$ cat src/rtl/core/bffa_pkg.sv
// ----------------------------------------------------------------------------
// bffa_pkg
// Shared types and constants of the bitmap first-fit slice allocator: request
// and response beats, status and action codes, controller/datapath links.
// ----------------------------------------------------------------------------
`default_nettype none

package bffa_pkg;

	// field widths of the request and response beats
	localparam int BYTES_W  = 16;
	localparam int FS_W     = 10;
	localparam int FC_W     = 11;
	localparam int STATUS_W = 2;
	localparam int START_W  = 10;
	localparam int COUNT_W  = 11;

	// slices needed: quotient plus header slice plus remainder slice
	localparam int NEED_W = BYTES_W + 1;

	localparam logic [7:0] FULL_BYTE = 8'hFF;

	// action codes
	localparam logic ACT_ALLOC = 1'b0;
	localparam logic ACT_FREE  = 1'b1;

	// status codes
	localparam logic [STATUS_W-1:0] ST_OK       = 2'd0;
	localparam logic [STATUS_W-1:0] ST_NO_SPACE = 2'd1;
	localparam logic [STATUS_W-1:0] ST_BAD_FREE = 2'd2;

	typedef struct packed {
		logic               action;
		logic [BYTES_W-1:0] alloc_bytes;
		logic [FS_W-1:0]    free_start;
		logic [FC_W-1:0]    free_count;
	} slice_req_t;

	typedef struct packed {
		logic [STATUS_W-1:0] status;
		logic [START_W-1:0]  first_slice;
		logic [COUNT_W-1:0]  run_length;
	} slice_rsp_t;

	// controller to datapath commands
	typedef struct packed {
		logic load;
		logic div_step;
		logic calc_need;
		logic eval;
		logic scan;
		logic mark_init;
		logic mark;
		logic fail;
		logic finish;
	} dp_cmd_t;

	// datapath to controller status
	typedef struct packed {
		logic is_free;
		logic bad;
		logic found;
		logic scan_end;
		logic mark_last;
	} dp_stat_t;

endpackage

`default_nettype wire

$ cat src/rtl/core/bitmap_first_fit_slice_allocator.sv
// ----------------------------------------------------------------------------
// bitmap_first_fit_slice_allocator
// First-fit allocator over a bitmap of slices, one bit per slice, msb first.
// ----------------------------------------------------------------------------
// Usage: drive req and raise start; the beat is taken at a clock edge with
// start high and busy low. busy stays high until the response is out. The
// response beat sits on rsp for exactly one cycle with done high and cannot
// be held off. One request is worked on at a time.
// An allocation goes through the divider, the size check, the bitmap scan
// and the marking pass; an allocation too large for the map fails at the
// size check, and one with no free run fails at the end of the scan. A free
// skips the divider and the scan, and a bad free fails at its check.
// The next request can be taken in the cycle after done. The scan reads one
// bitmap byte per cycle from the single memory read port, and marking does
// one byte read-modify-write per cycle.
// Reset clears the byte valid bits: the whole map reads as free at once,
// with no clearing pass.
// ----------------------------------------------------------------------------
`default_nettype none

module bitmap_first_fit_slice_allocator
	import bffa_pkg::*;
#(
	parameter int N_SLICES    = 1024,
	parameter int SLICE_BYTES = 4
) (
	input  wire logic       clk,
	input  wire logic       arst_n,
	input  wire logic       start,
	output logic            busy,
	input  wire slice_req_t req,
	output logic            done,
	output slice_rsp_t      rsp
);

	dp_cmd_t  cmd;
	dp_stat_t stat;

	// sequencing
	bffa_ctrl u_ctrl (
		.clk    (clk),
		.arst_n (arst_n),
		.start  (start),
		.action (req.action),
		.stat   (stat),
		.cmd    (cmd),
		.busy   (busy),
		.done   (done)
	);

	// bitmap, divider and search
	bffa_dp #(
		.N_SLICES    (N_SLICES),
		.SLICE_BYTES (SLICE_BYTES)
	) u_dp (
		.clk    (clk),
		.arst_n (arst_n),
		.req    (req),
		.cmd    (cmd),
		.stat   (stat),
		.rsp    (rsp)
	);

endmodule

`default_nettype wire

$ cat src/rtl/core/bffa_ctrl.sv
// ----------------------------------------------------------------------------
// bffa_ctrl
// Controller of the slice allocator: sequences the size division, the request
// check, the bitmap scan and the read-modify-write marking pass.
// ----------------------------------------------------------------------------
`default_nettype none

module bffa_ctrl
	import bffa_pkg::*;
(
	input  wire logic     clk,
	input  wire logic     arst_n,
	input  wire logic     start,
	input  wire logic     action,
	input  wire dp_stat_t stat,
	output dp_cmd_t       cmd,
	output logic          busy,
	output logic          done
);

	localparam logic [2:0] S_IDLE  = 3'd0;
	localparam logic [2:0] S_DIV   = 3'd1;
	localparam logic [2:0] S_NEED  = 3'd2;
	localparam logic [2:0] S_EVAL  = 3'd3;
	localparam logic [2:0] S_SCAN  = 3'd4;
	localparam logic [2:0] S_MINIT = 3'd5;
	localparam logic [2:0] S_MARK  = 3'd6;
	localparam logic [2:0] S_DONE  = 3'd7;

	logic [2:0] state_q;
	logic [2:0] state_nx;

	// next state and commands
	always_comb begin
		cmd      = '0;
		state_nx = state_q;
		unique case (state_q)
			S_IDLE: begin
				if (start) begin
					cmd.load = 1'b1;
					state_nx = (action == ACT_FREE) ? S_EVAL : S_DIV;
				end
			end
			S_DIV: begin
				cmd.div_step = 1'b1;
				state_nx     = S_NEED;
			end
			S_NEED: begin
				cmd.calc_need = 1'b1;
				state_nx      = S_EVAL;
			end
			S_EVAL: begin
				cmd.eval = 1'b1;
				if (stat.bad) begin
					cmd.fail = 1'b1;
					state_nx = S_DONE;
				end else begin
					state_nx = stat.is_free ? S_MINIT : S_SCAN;
				end
			end
			S_SCAN: begin
				cmd.scan = 1'b1;
				if (stat.found) begin
					state_nx = S_MINIT;
				end else if (stat.scan_end) begin
					cmd.fail = 1'b1;
					state_nx = S_DONE;
				end
			end
			S_MINIT: begin
				cmd.mark_init = 1'b1;
				state_nx      = S_MARK;
			end
			S_MARK: begin
				cmd.mark = 1'b1;
				if (stat.mark_last) begin
					cmd.finish = 1'b1;
					state_nx   = S_DONE;
				end
			end
			S_DONE: begin
				state_nx = S_IDLE;
			end
			default: begin
				state_nx = S_IDLE;
			end
		endcase
	end

	// state register
	always_ff @(posedge clk or negedge arst_n) begin
		if (!arst_n) begin
			state_q <= S_IDLE;
		end else begin
			state_q <= state_nx;
		end
	end

	assign busy = (state_q != S_IDLE);
	assign done = (state_q == S_DONE);

endmodule

`default_nettype wire

$ cat src/rtl/core/bffa_dp.sv
// ----------------------------------------------------------------------------
// bffa_dp
// Datapath of the slice allocator: reciprocal-multiply size divider, bitmap
// memory with per-byte valid bits, byte-wide first-fit scan and run marking.
// ----------------------------------------------------------------------------
`default_nettype none

module bffa_dp
	import bffa_pkg::*;
#(
	parameter int N_SLICES    = 1024,
	parameter int SLICE_BYTES = 4
) (
	input  wire logic       clk,
	input  wire logic       arst_n,
	input  wire slice_req_t req,
	input  wire dp_cmd_t    cmd,
	output dp_stat_t        stat,
	output slice_rsp_t      rsp
);

	localparam int MAP_BYTES = (N_SLICES + 7) / 8;
	localparam int AW        = (MAP_BYTES > 1) ? $clog2(MAP_BYTES) : 1;
	localparam int SW        = AW + 3;
	localparam int CNTW      = $clog2(N_SLICES + 1);
	localparam int SBW       = $clog2(SLICE_BYTES + 1);
	localparam int PW        = BYTES_W + SBW;
	localparam int TAIL      = N_SLICES % 8;
	localparam int END_BYTE  = MAP_BYTES - 1;

	// reciprocal of the slice size, exact for every 16-bit byte count
	localparam int     RSH     = BYTES_W + $clog2(SLICE_BYTES);
	localparam int     RW      = BYTES_W + 1;
	localparam int     MW      = 2 * BYTES_W + 1;
	localparam longint RECIP_L = ((longint'(1) << RSH) + longint'(SLICE_BYTES) - longint'(1))
		/ longint'(SLICE_BYTES);
	localparam logic [RW-1:0] RECIP = RW'(RECIP_L);

	// request registers
	logic              act_q;
	logic [FS_W-1:0]   fs_q;
	logic [FC_W-1:0]   fc_q;

	// divider
	logic [BYTES_W-1:0] bytes_q;
	logic [BYTES_W-1:0] quo_q;
	logic [NEED_W-1:0]  need_q;
	logic [MW-1:0]      div_prod;
	logic               rem_nz;

	// run registers
	logic [CNTW-1:0] cnt_q;
	logic [SW-1:0]   lo_q;
	logic [SW-1:0]   last_q;
	logic [CNTW-1:0] run_len_q;
	logic [SW-1:0]   run_start_q;

	// bitmap memory and read stage
	logic [7:0]           mem [MAP_BYTES];
	logic [MAP_BYTES-1:0] ent_vld_q;
	logic [AW-1:0]        rd_addr_q;
	logic                 vld_s1;
	logic [AW-1:0]        byte_s1;
	logic [7:0]           rdata_s1;
	logic                 rvalid_s1;
	logic [7:0]           map_byte;

	// scan and mark logic
	logic [CNTW-1:0] scan_len;
	logic [SW-1:0]   scan_start;
	logic [SW-1:0]   scan_where;
	logic            scan_fnd;
	logic [7:0]      mark_mask;
	logic [7:0]      mark_data;
	logic            mark_we;
	logic            bad_alloc;
	logic            bad_free;

	slice_rsp_t rsp_q;

	// quotient by reciprocal multiply, remainder seen by multiplying back
	assign div_prod = MW'(bytes_q) * MW'(RECIP);
	assign rem_nz   = ((PW'(quo_q) * PW'(SLICE_BYTES)) != PW'(bytes_q));

	// request checks
	assign bad_alloc = (32'(need_q) > 32'(N_SLICES));
	assign bad_free  = (fc_q == '0) || ((32'(fs_q) + 32'(fc_q)) > 32'(N_SLICES));

	// bytes not yet written read as free
	assign map_byte = rvalid_s1 ? rdata_s1 : 8'h00;

	// first-fit over one bitmap byte, msb first, run carried across bytes
	always_comb begin
		logic used;
		used       = 1'b0;
		scan_len   = run_len_q;
		scan_start = run_start_q;
		scan_where = run_start_q;
		scan_fnd   = 1'b0;
		for (int j = 0; j < 8; j++) begin
			used = map_byte[7-j] ||
				((TAIL != 0) && (byte_s1 == AW'(END_BYTE)) && (j >= TAIL));
			if (!scan_fnd) begin
				if (used) begin
					scan_len = '0;
				end else begin
					if (scan_len == '0)
						scan_start = {byte_s1, 3'(j)};
					scan_len = scan_len + CNTW'(1);
					if (scan_len >= cnt_q) begin
						scan_fnd   = 1'b1;
						scan_where = scan_start;
					end
				end
			end
		end
	end

	// bits of the current byte that lie inside the run
	always_comb begin
		for (int j = 0; j < 8; j++) begin
			mark_mask[7-j] = ((byte_s1 != lo_q[SW-1:3]) || (3'(j) >= lo_q[2:0])) &&
				((byte_s1 != last_q[SW-1:3]) || (3'(j) <= last_q[2:0]));
		end
	end

	assign mark_data = (act_q == ACT_ALLOC) ? (map_byte | mark_mask)
		: (map_byte & (FULL_BYTE ^ mark_mask));
	assign mark_we   = cmd.mark && vld_s1;

	// status to controller
	always_comb begin
		stat           = '0;
		stat.is_free   = (act_q == ACT_FREE);
		stat.bad       = (act_q == ACT_FREE) ? bad_free : bad_alloc;
		stat.found     = vld_s1 && scan_fnd;
		stat.scan_end  = vld_s1 && !scan_fnd && (byte_s1 == AW'(END_BYTE));
		stat.mark_last = vld_s1 && (byte_s1 == last_q[SW-1:3]);
	end

	// control registers: entry valid bits, read address, read stage flag
	always_ff @(posedge clk or negedge arst_n) begin
		if (!arst_n) begin
			ent_vld_q <= '0;
			rd_addr_q <= '0;
			vld_s1    <= 1'b0;
			rvalid_s1 <= 1'b0;
		end else begin
			vld_s1    <= cmd.scan || cmd.mark;
			rvalid_s1 <= ent_vld_q[rd_addr_q];
			if (mark_we)
				ent_vld_q[byte_s1] <= 1'b1;
			priority if (cmd.eval) begin
				rd_addr_q <= '0;
			end else if (cmd.mark_init) begin
				rd_addr_q <= lo_q[SW-1:3];
			end else if (cmd.scan || cmd.mark) begin
				rd_addr_q <= (rd_addr_q == AW'(END_BYTE)) ? rd_addr_q
					: rd_addr_q + AW'(1);
			end
		end
	end

	// bitmap memory, registered read
	always_ff @(posedge clk) begin
		rdata_s1 <= mem[rd_addr_q];
		byte_s1  <= rd_addr_q;
		if (mark_we)
			mem[byte_s1] <= mark_data;
	end

	// request capture and divider
	always_ff @(posedge clk) begin
		if (cmd.load) begin
			act_q   <= req.action;
			fs_q    <= req.free_start;
			fc_q    <= req.free_count;
			bytes_q <= req.alloc_bytes;
		end
		if (cmd.div_step)
			quo_q <= BYTES_W'(div_prod >> RSH);
		if (cmd.calc_need)
			need_q <= NEED_W'(quo_q) + NEED_W'(1) + NEED_W'(rem_nz);
	end

	// run bookkeeping
	always_ff @(posedge clk) begin
		if (cmd.eval) begin
			cnt_q       <= (act_q == ACT_FREE) ? CNTW'(fc_q) : CNTW'(need_q);
			lo_q        <= SW'(fs_q);
			run_len_q   <= '0;
			run_start_q <= '0;
		end else if (cmd.scan && vld_s1) begin
			run_len_q   <= scan_len;
			run_start_q <= scan_start;
			if (scan_fnd)
				lo_q <= scan_where;
		end
		if (cmd.mark_init)
			last_q <= lo_q + SW'(cnt_q) - SW'(1);
	end

	// response register
	always_ff @(posedge clk) begin
		if (cmd.fail) begin
			rsp_q.status      <= (act_q == ACT_FREE) ? ST_BAD_FREE : ST_NO_SPACE;
			rsp_q.first_slice <= '0;
			rsp_q.run_length  <= '0;
		end else if (cmd.finish) begin
			rsp_q.status      <= ST_OK;
			rsp_q.first_slice <= START_W'(lo_q);
			rsp_q.run_length  <= COUNT_W'(cnt_q);
		end
	end

	assign rsp = rsp_q;

endmodule

`default_nettype wire

$ cat config.mk
export PLATFORM = sky130hd
export DESIGN_NAME = bitmap_first_fit_slice_allocator
export DESIGN_NICKNAME = d
export VERILOG_FILES = /design/src/rtl/core/bffa_pkg.sv /design/src/rtl/core/bitmap_first_fit_slice_allocator.sv /design/src/rtl/core/bffa_ctrl.sv /design/src/rtl/core/bffa_dp.sv
export SDC_FILE = /design/constraint.sdc
export NUM_CORES = 2
export LEC_CHECK = 0
export ABC_AREA = 1
export BUFFER_PORTS_ARGS = -buffer_cell sky130_fd_sc_hd__clkbuf_2
export CELL_PAD_IN_SITES_DETAIL_PLACEMENT = 1
export CELL_PAD_IN_SITES_GLOBAL_PLACEMENT = 1
export CORE_MARGIN = 4
export CORE_UTILIZATION = 45
export CTS_CLUSTER_SIZE = 14
export DETAILED_ROUTE_END_ITERATION = 12
export GPL_TIMING_DRIVEN = 1
export MAX_ROUTING_LAYER = met4
export PLACE_DENSITY_LB_ADDON = 0.15
export SYNTH_ARGS = -nofsm -noshare
export SYNTH_HDL_FRONTEND = slang
export SYNTH_SLANG_ARGS = --single-unit
$ cat constraint.sdc
create_clock -name clk -period 10 [get_ports clk]
set_input_delay 1.5 -clock clk [delete_from_list [all_inputs] [get_ports clk]]
set_output_delay 1.5 -clock clk [all_outputs]
set_load 0.01 [all_outputs]
==> results by stage <==
Timing:
- The smallest clock period supported by the final layout is computed as 10770 ps.
- Setup violations remaining at the end of the flow were counted as 68.
- The final worst clock skew is 36.2 ps.
- The setup TNS after final layout is -38150 ps.
- The maximum clock frequency is 92.9 MHz.
- Setup repair after global routing could not meet its margin everywhere.
- At the pin with the least slew margin, the transition time is 1240 ps.
- The final number of hold-violating endpoints is 0.
- The number of max-slew violations in the final report is 0.
- The part of the cycle the worst path needs is 1.08.
- The headroom to the max-slew limit is 0.167.
- In the post-route analysis, the smallest setup slack over all paths is -766 ps.

Placement:
- The placed wire-length estimate after detailed placement is 134 mm.
- The total of buffers placed on input and output ports is 65.
- The congestion estimate from routability-driven global placement came to 0.899.

Clock tree:
- The maximum clock insertion buffer count is 3.
- The clock net in this run drives a total of 1322 sinks.
- TritonCTS built the clock tree.
- The clock network latency to the later pin of the worst-skew pair is 790 ps.
- The number of hold buffers added after cts is 0.
- In this run the number of H-tree levels came out at 4.
- Clock-pin slew was measured on the worst setup and hold paths at 60 ps.
- TritonCTS created 143 clock buffers.
- The buffer cell driving the clock tree root is sky130_fd_sc_hd__clkbuf_16.

Status:
- The checks that failed: setup timing.
- The flow ran to the end, but the final reports show violations.

Critical path:
- The startpoint class of the critical path is a flip-flop.
- Of all nets on the critical path, the largest fanout is 6.
- The cell type with the highest occurrence count on the critical path is sky130_fd_sc_hd__nand2_2.
- The setup slack of the most critical reg-to-reg path is -770 ps.
- The master of the slowest instance on the critical path is sky130_fd_sc_hd__or4_4.
- The end of the worst register-to-register path is u_ctrl.state_q[1]$_DFFE_PN0P_.
- For the worst setup path, the data required time is 10630 ps.
- The worst setup path is of the flip-flop to flip-flop kind.
- The startpoint identified for the worst register-to-register timing path is u_dp.run_len_q[0]$_SDFFE_PP0P_.
- The sort of element at the end of the critical path is a flip-flop.
- The largest stage delay on the critical path is 510 ps.
- The worst path arrival time is 11400 ps.
- For the worst flop-to-flop path, the logic depth is 89.

Synthesis:
- Among all flip-flop cells after synthesis, the most frequent one is sky130_fd_sc_hd__edfxtp_1.
- The synthesized netlist contains 70 unique library cells.
- The synthesized design contains 1125 enable-type register cells.
- Synthesis produced 5891 cells.
- The compound-gate portion of the synthesized area came to 0.137.
- After synthesis the cells add up to 0.0614 mm².
- The parity-gate share of the synthesized area counting xor and xnor cells is 0.0105.
- The post-synthesis simple-gate area fraction is 0.153.
- The post-synthesis area per instance is 10.4 µm².
- The post-synthesis net count is 6059.
- Of the synthesized area, sequential elements account for 0.626.
- Of the total synthesized cell area, the portion taken by full adders, half adders and majority gates is 0.0261.
- Of the post-synthesis cell area, the part taken by muxes is 0.000489.
- By area, the combinational part of the netlist is dominated by simple AND/OR/NAND/NOR gates.
- Counting flops with an async set or reset pin after synthesis yields a share of 0.106.
- The Yosys step of the flow raised 0 warnings.
- Synthesis inferred 1322 register bits.

Floorplanning:
- The floorplan step set the die width to 377 µm.
- The count of boundary I/O pins is 66.
- The area of the core is 0.135 mm².
- The die boundary height is 377 µm.
- The die covers 0.142 mm².
- The row count is 135.
- The initial utilization of the core area, before any placement, comes to 0.453.

Flow run:
- Across the run, the number of max-cap violations was 0.

Cells and area:
- The net count reported at finish is 6472.
- Compared with the post-synthesis result, the final layout area differs by 18.9%.
- The share of final-layout standard cells stronger than drive strength 1 is 0.202.

Route:
- Using the TritonRoute via totals, the vias-per-cell ratio works out to 5.87.
- The residual antenna-violating net count after detailed routing is 0.
- The post-detailed-routing wire length is 213 mm.
- The detailed-route via count is 48200.
- The iteration count of the initial detailed-routing pass is 5.
- The post-detailed-route DRC marker count is 0.
- The final routed wire length divided by cell count is 25.9 µm.
- For this block, the initial DRC count from the detailed router was 4119.

Hold path:
- The tightest min-delay check is of the flip-flop to flip-flop type.
- In this run the most critical hold path is launched from u_dp.bytes_q[2]$_DFFE_PP_.
- The number of cells on the worst hold path is 0.
- The worst hold path terminates at u_dp.quo_q[0]$_DFFE_PP_.

Global route:
- The global-route wire length before repair is 316 mm.
- The via count of the first global-routing pass is 49200.
- Entering global routing, the biggest net connects 180 pins.
- The number of antenna violations at the first check in global routing came to 2.
- The global-route congestion overflow total is 0.
- In the global route stage, overall resource usage came out at 0.303.
==> synth_stat cells (43+ instances only) <==
cell type,count,share of area
sky130_fd_sc_hd__o221ai_1,94,0.013
sky130_fd_sc_hd__edfxtp_1,1125,0.55
sky130_fd_sc_hd__nand3_1,298,0.024
sky130_fd_sc_hd__inv_1,376,0.023
sky130_fd_sc_hd__xor2_1,58,0.0083
sky130_fd_sc_hd__nand2_1,731,0.045
sky130_fd_sc_hd__dfrtp_1,140,0.057
sky130_fd_sc_hd__or2_2,67,0.0068
sky130_fd_sc_hd__nand4_1,45,0.0046
sky130_fd_sc_hd__a21oi_1,228,0.019
sky130_fd_sc_hd__dfxtp_1,57,0.019
sky130_fd_sc_hd__ha_1,125,0.025
sky130_fd_sc_hd__o21ai_0,778,0.063
sky130_fd_sc_hd__nand2_2,56,0.0057
sky130_fd_sc_hd__nor2_1,821,0.050
sky130_fd_sc_hd__o211ai_1,43,0.0053
sky130_fd_sc_hd__o22ai_1,175,0.018
sky130_fd_sc_hd__clkbuf_1,284,0.017
==> sequential cells by signal (all words and copies together), names as in the netlist, 11 cells and up <==
signal / cells
u_dp.ent_vld_q: 128
u_dp.need_q: 16
u_dp.bytes_q: 16
u_dp.mem: 1024
u_dp.cnt_q: 11
u_dp.rsp: 23
u_dp.fc_q: 11
u_dp.quo_q: 14
u_dp.run_len_q: 11
==> worst max-delay path: cells and delay by family (launching register included) <==
family / cells / cell delay (ps)
buffers and inverters: 17 / 1370
xor gates and xnor gates: 1 / 210
adders and majority gates: 7 / 1660
AOI/OAI and AO/OA: 11 / 1790
and+or+nand+nor: 53 / 5190
DFF: 1 / 390
==> layer usage <==
| metal | vias to the layer above | wire [µm] | track usage |
|---|---|---|---|
| met2 | 1425 | 104000 | 0.495 |
| met5 | - | 0 | - |
| li1 | 21800 | - | - |
| met1 | 24600 | 90800 | 0.393 |
| met4 | 0 | 6920 | 0.0988 |
| met3 | 341 | 11100 | 0.0410 |
==> worst max-delay path by stage <==
| stage | to | slack [ps] | from |
|---|---|---|---|
| after floorplan | u_dp.lo_q[9]$_DFFE_PP_ | 6 | u_dp.run_len_q[0]$_SDFFE_PP0P_ |
| after global placement | u_dp.rsp[21]$_DFFE_PP_ | -1000 | u_dp.run_len_q[1]$_SDFFE_PP0P_ |
| after detailed placement | u_dp.rsp[4]$_SDFFE_PP0P_ | -1290 | u_dp.run_len_q[1]$_SDFFE_PP0P_ |
| after CTS | u_dp.rsp[22]$_DFFE_PP_ | -450 | u_dp.run_len_q[0]$_SDFFE_PP0P_ |
| after global routing | u_ctrl.state_q[1]$_DFFE_PN0P_ | -1520 | u_dp.run_len_q[0]$_SDFFE_PP0P_ |
| final | u_ctrl.state_q[1]$_DFFE_PN0P_ | -770 | u_dp.run_len_q[0]$_SDFFE_PP0P_ |
==> cell families (layout without fill, tap and decap cells) <==
kind of cell / after synthesis / count (layout)
adders and majority gates: 127 / 127
and+or+nand+nor: 2142 / 2142
AOI/OAI and AO/OA: 1467 / 1467
buffers and inverters: 757 / 1287
muxes: 3 / 3
other: 1 / 4
DFF: 1322 / 1322
xor gates and xnor gates: 72 / 72
==> cell type report <==
type,instances,area (µm²)
clock buffers,192,3900
multi-input cells,3812,21500
diodes,3,7.51
repair buffers,596,4570
inverters,429,1660
flip-flops and latches,1322,38400
clock inverters,70,741
well taps,1781,2230
fillers,14500,62400
==> metrics by stage <==
stage | util | hold WS (ps) | instance area [µm²] | instances | setup slack [ps]
6_report | 0.539 | 457 | 73000 | 8205 | -766
4_1_cts | 0.534 | 442 | 72300 | 8181 | -448
5_1_grt | 0.539 | 448 | 73000 | 8204 | -1520
2_1_floorplan | - | 345 | 61600 | 5891 | 6.39
3_3_place_gp | 0.490 | 438 | 66300 | 7840 | -1000
3_5_place_dp | 0.490 | 447 | 66300 | 7840 | -1290
==> repair_timing <==
action,in CTS,in global routing
hold endpoints to repair,0,0
setup endpoints to repair,68,68
resized for setup,161,139
pin swaps,95,98
buffers inserted,78,22
cloned,2,0
==> cells in the final DEF, fill, tap and decap left out, drive strengths merged, types with 4 or more instances in the layout <==
cell type  netlist  layout
edfxtp        1125    1125
nor2           843     843
o21ai          807     807
nand2          804     804
buf             44     531
inv            418     426
nand3          322     322
clkbuf         284     256
a21oi          238     238
o22ai          175     175
dfrtp          140     140
ha             125     125
o221ai          94      94
or2             67      67
clkinv          11      62
xor2            60      60
dfxtp           57      57
nand4           45      45
o211ai          43      43
a31oi           34      34
nor3            32      32
a221oi          22      22
nor4            15      15
xnor2           12      12
and2             7       7
a211oi           7       7
a311oi           6       6
bufinv           0       6
nand3b           5       5
o21bai           5       5
clkinvlp         0       5
o2111ai          5       5
a221o            4       4
a21boi           4       4
a2111oi          4       4
Power is not shown: default switching activity piles up to over one toggle a cycle in this logic, so the estimate is an artifact.
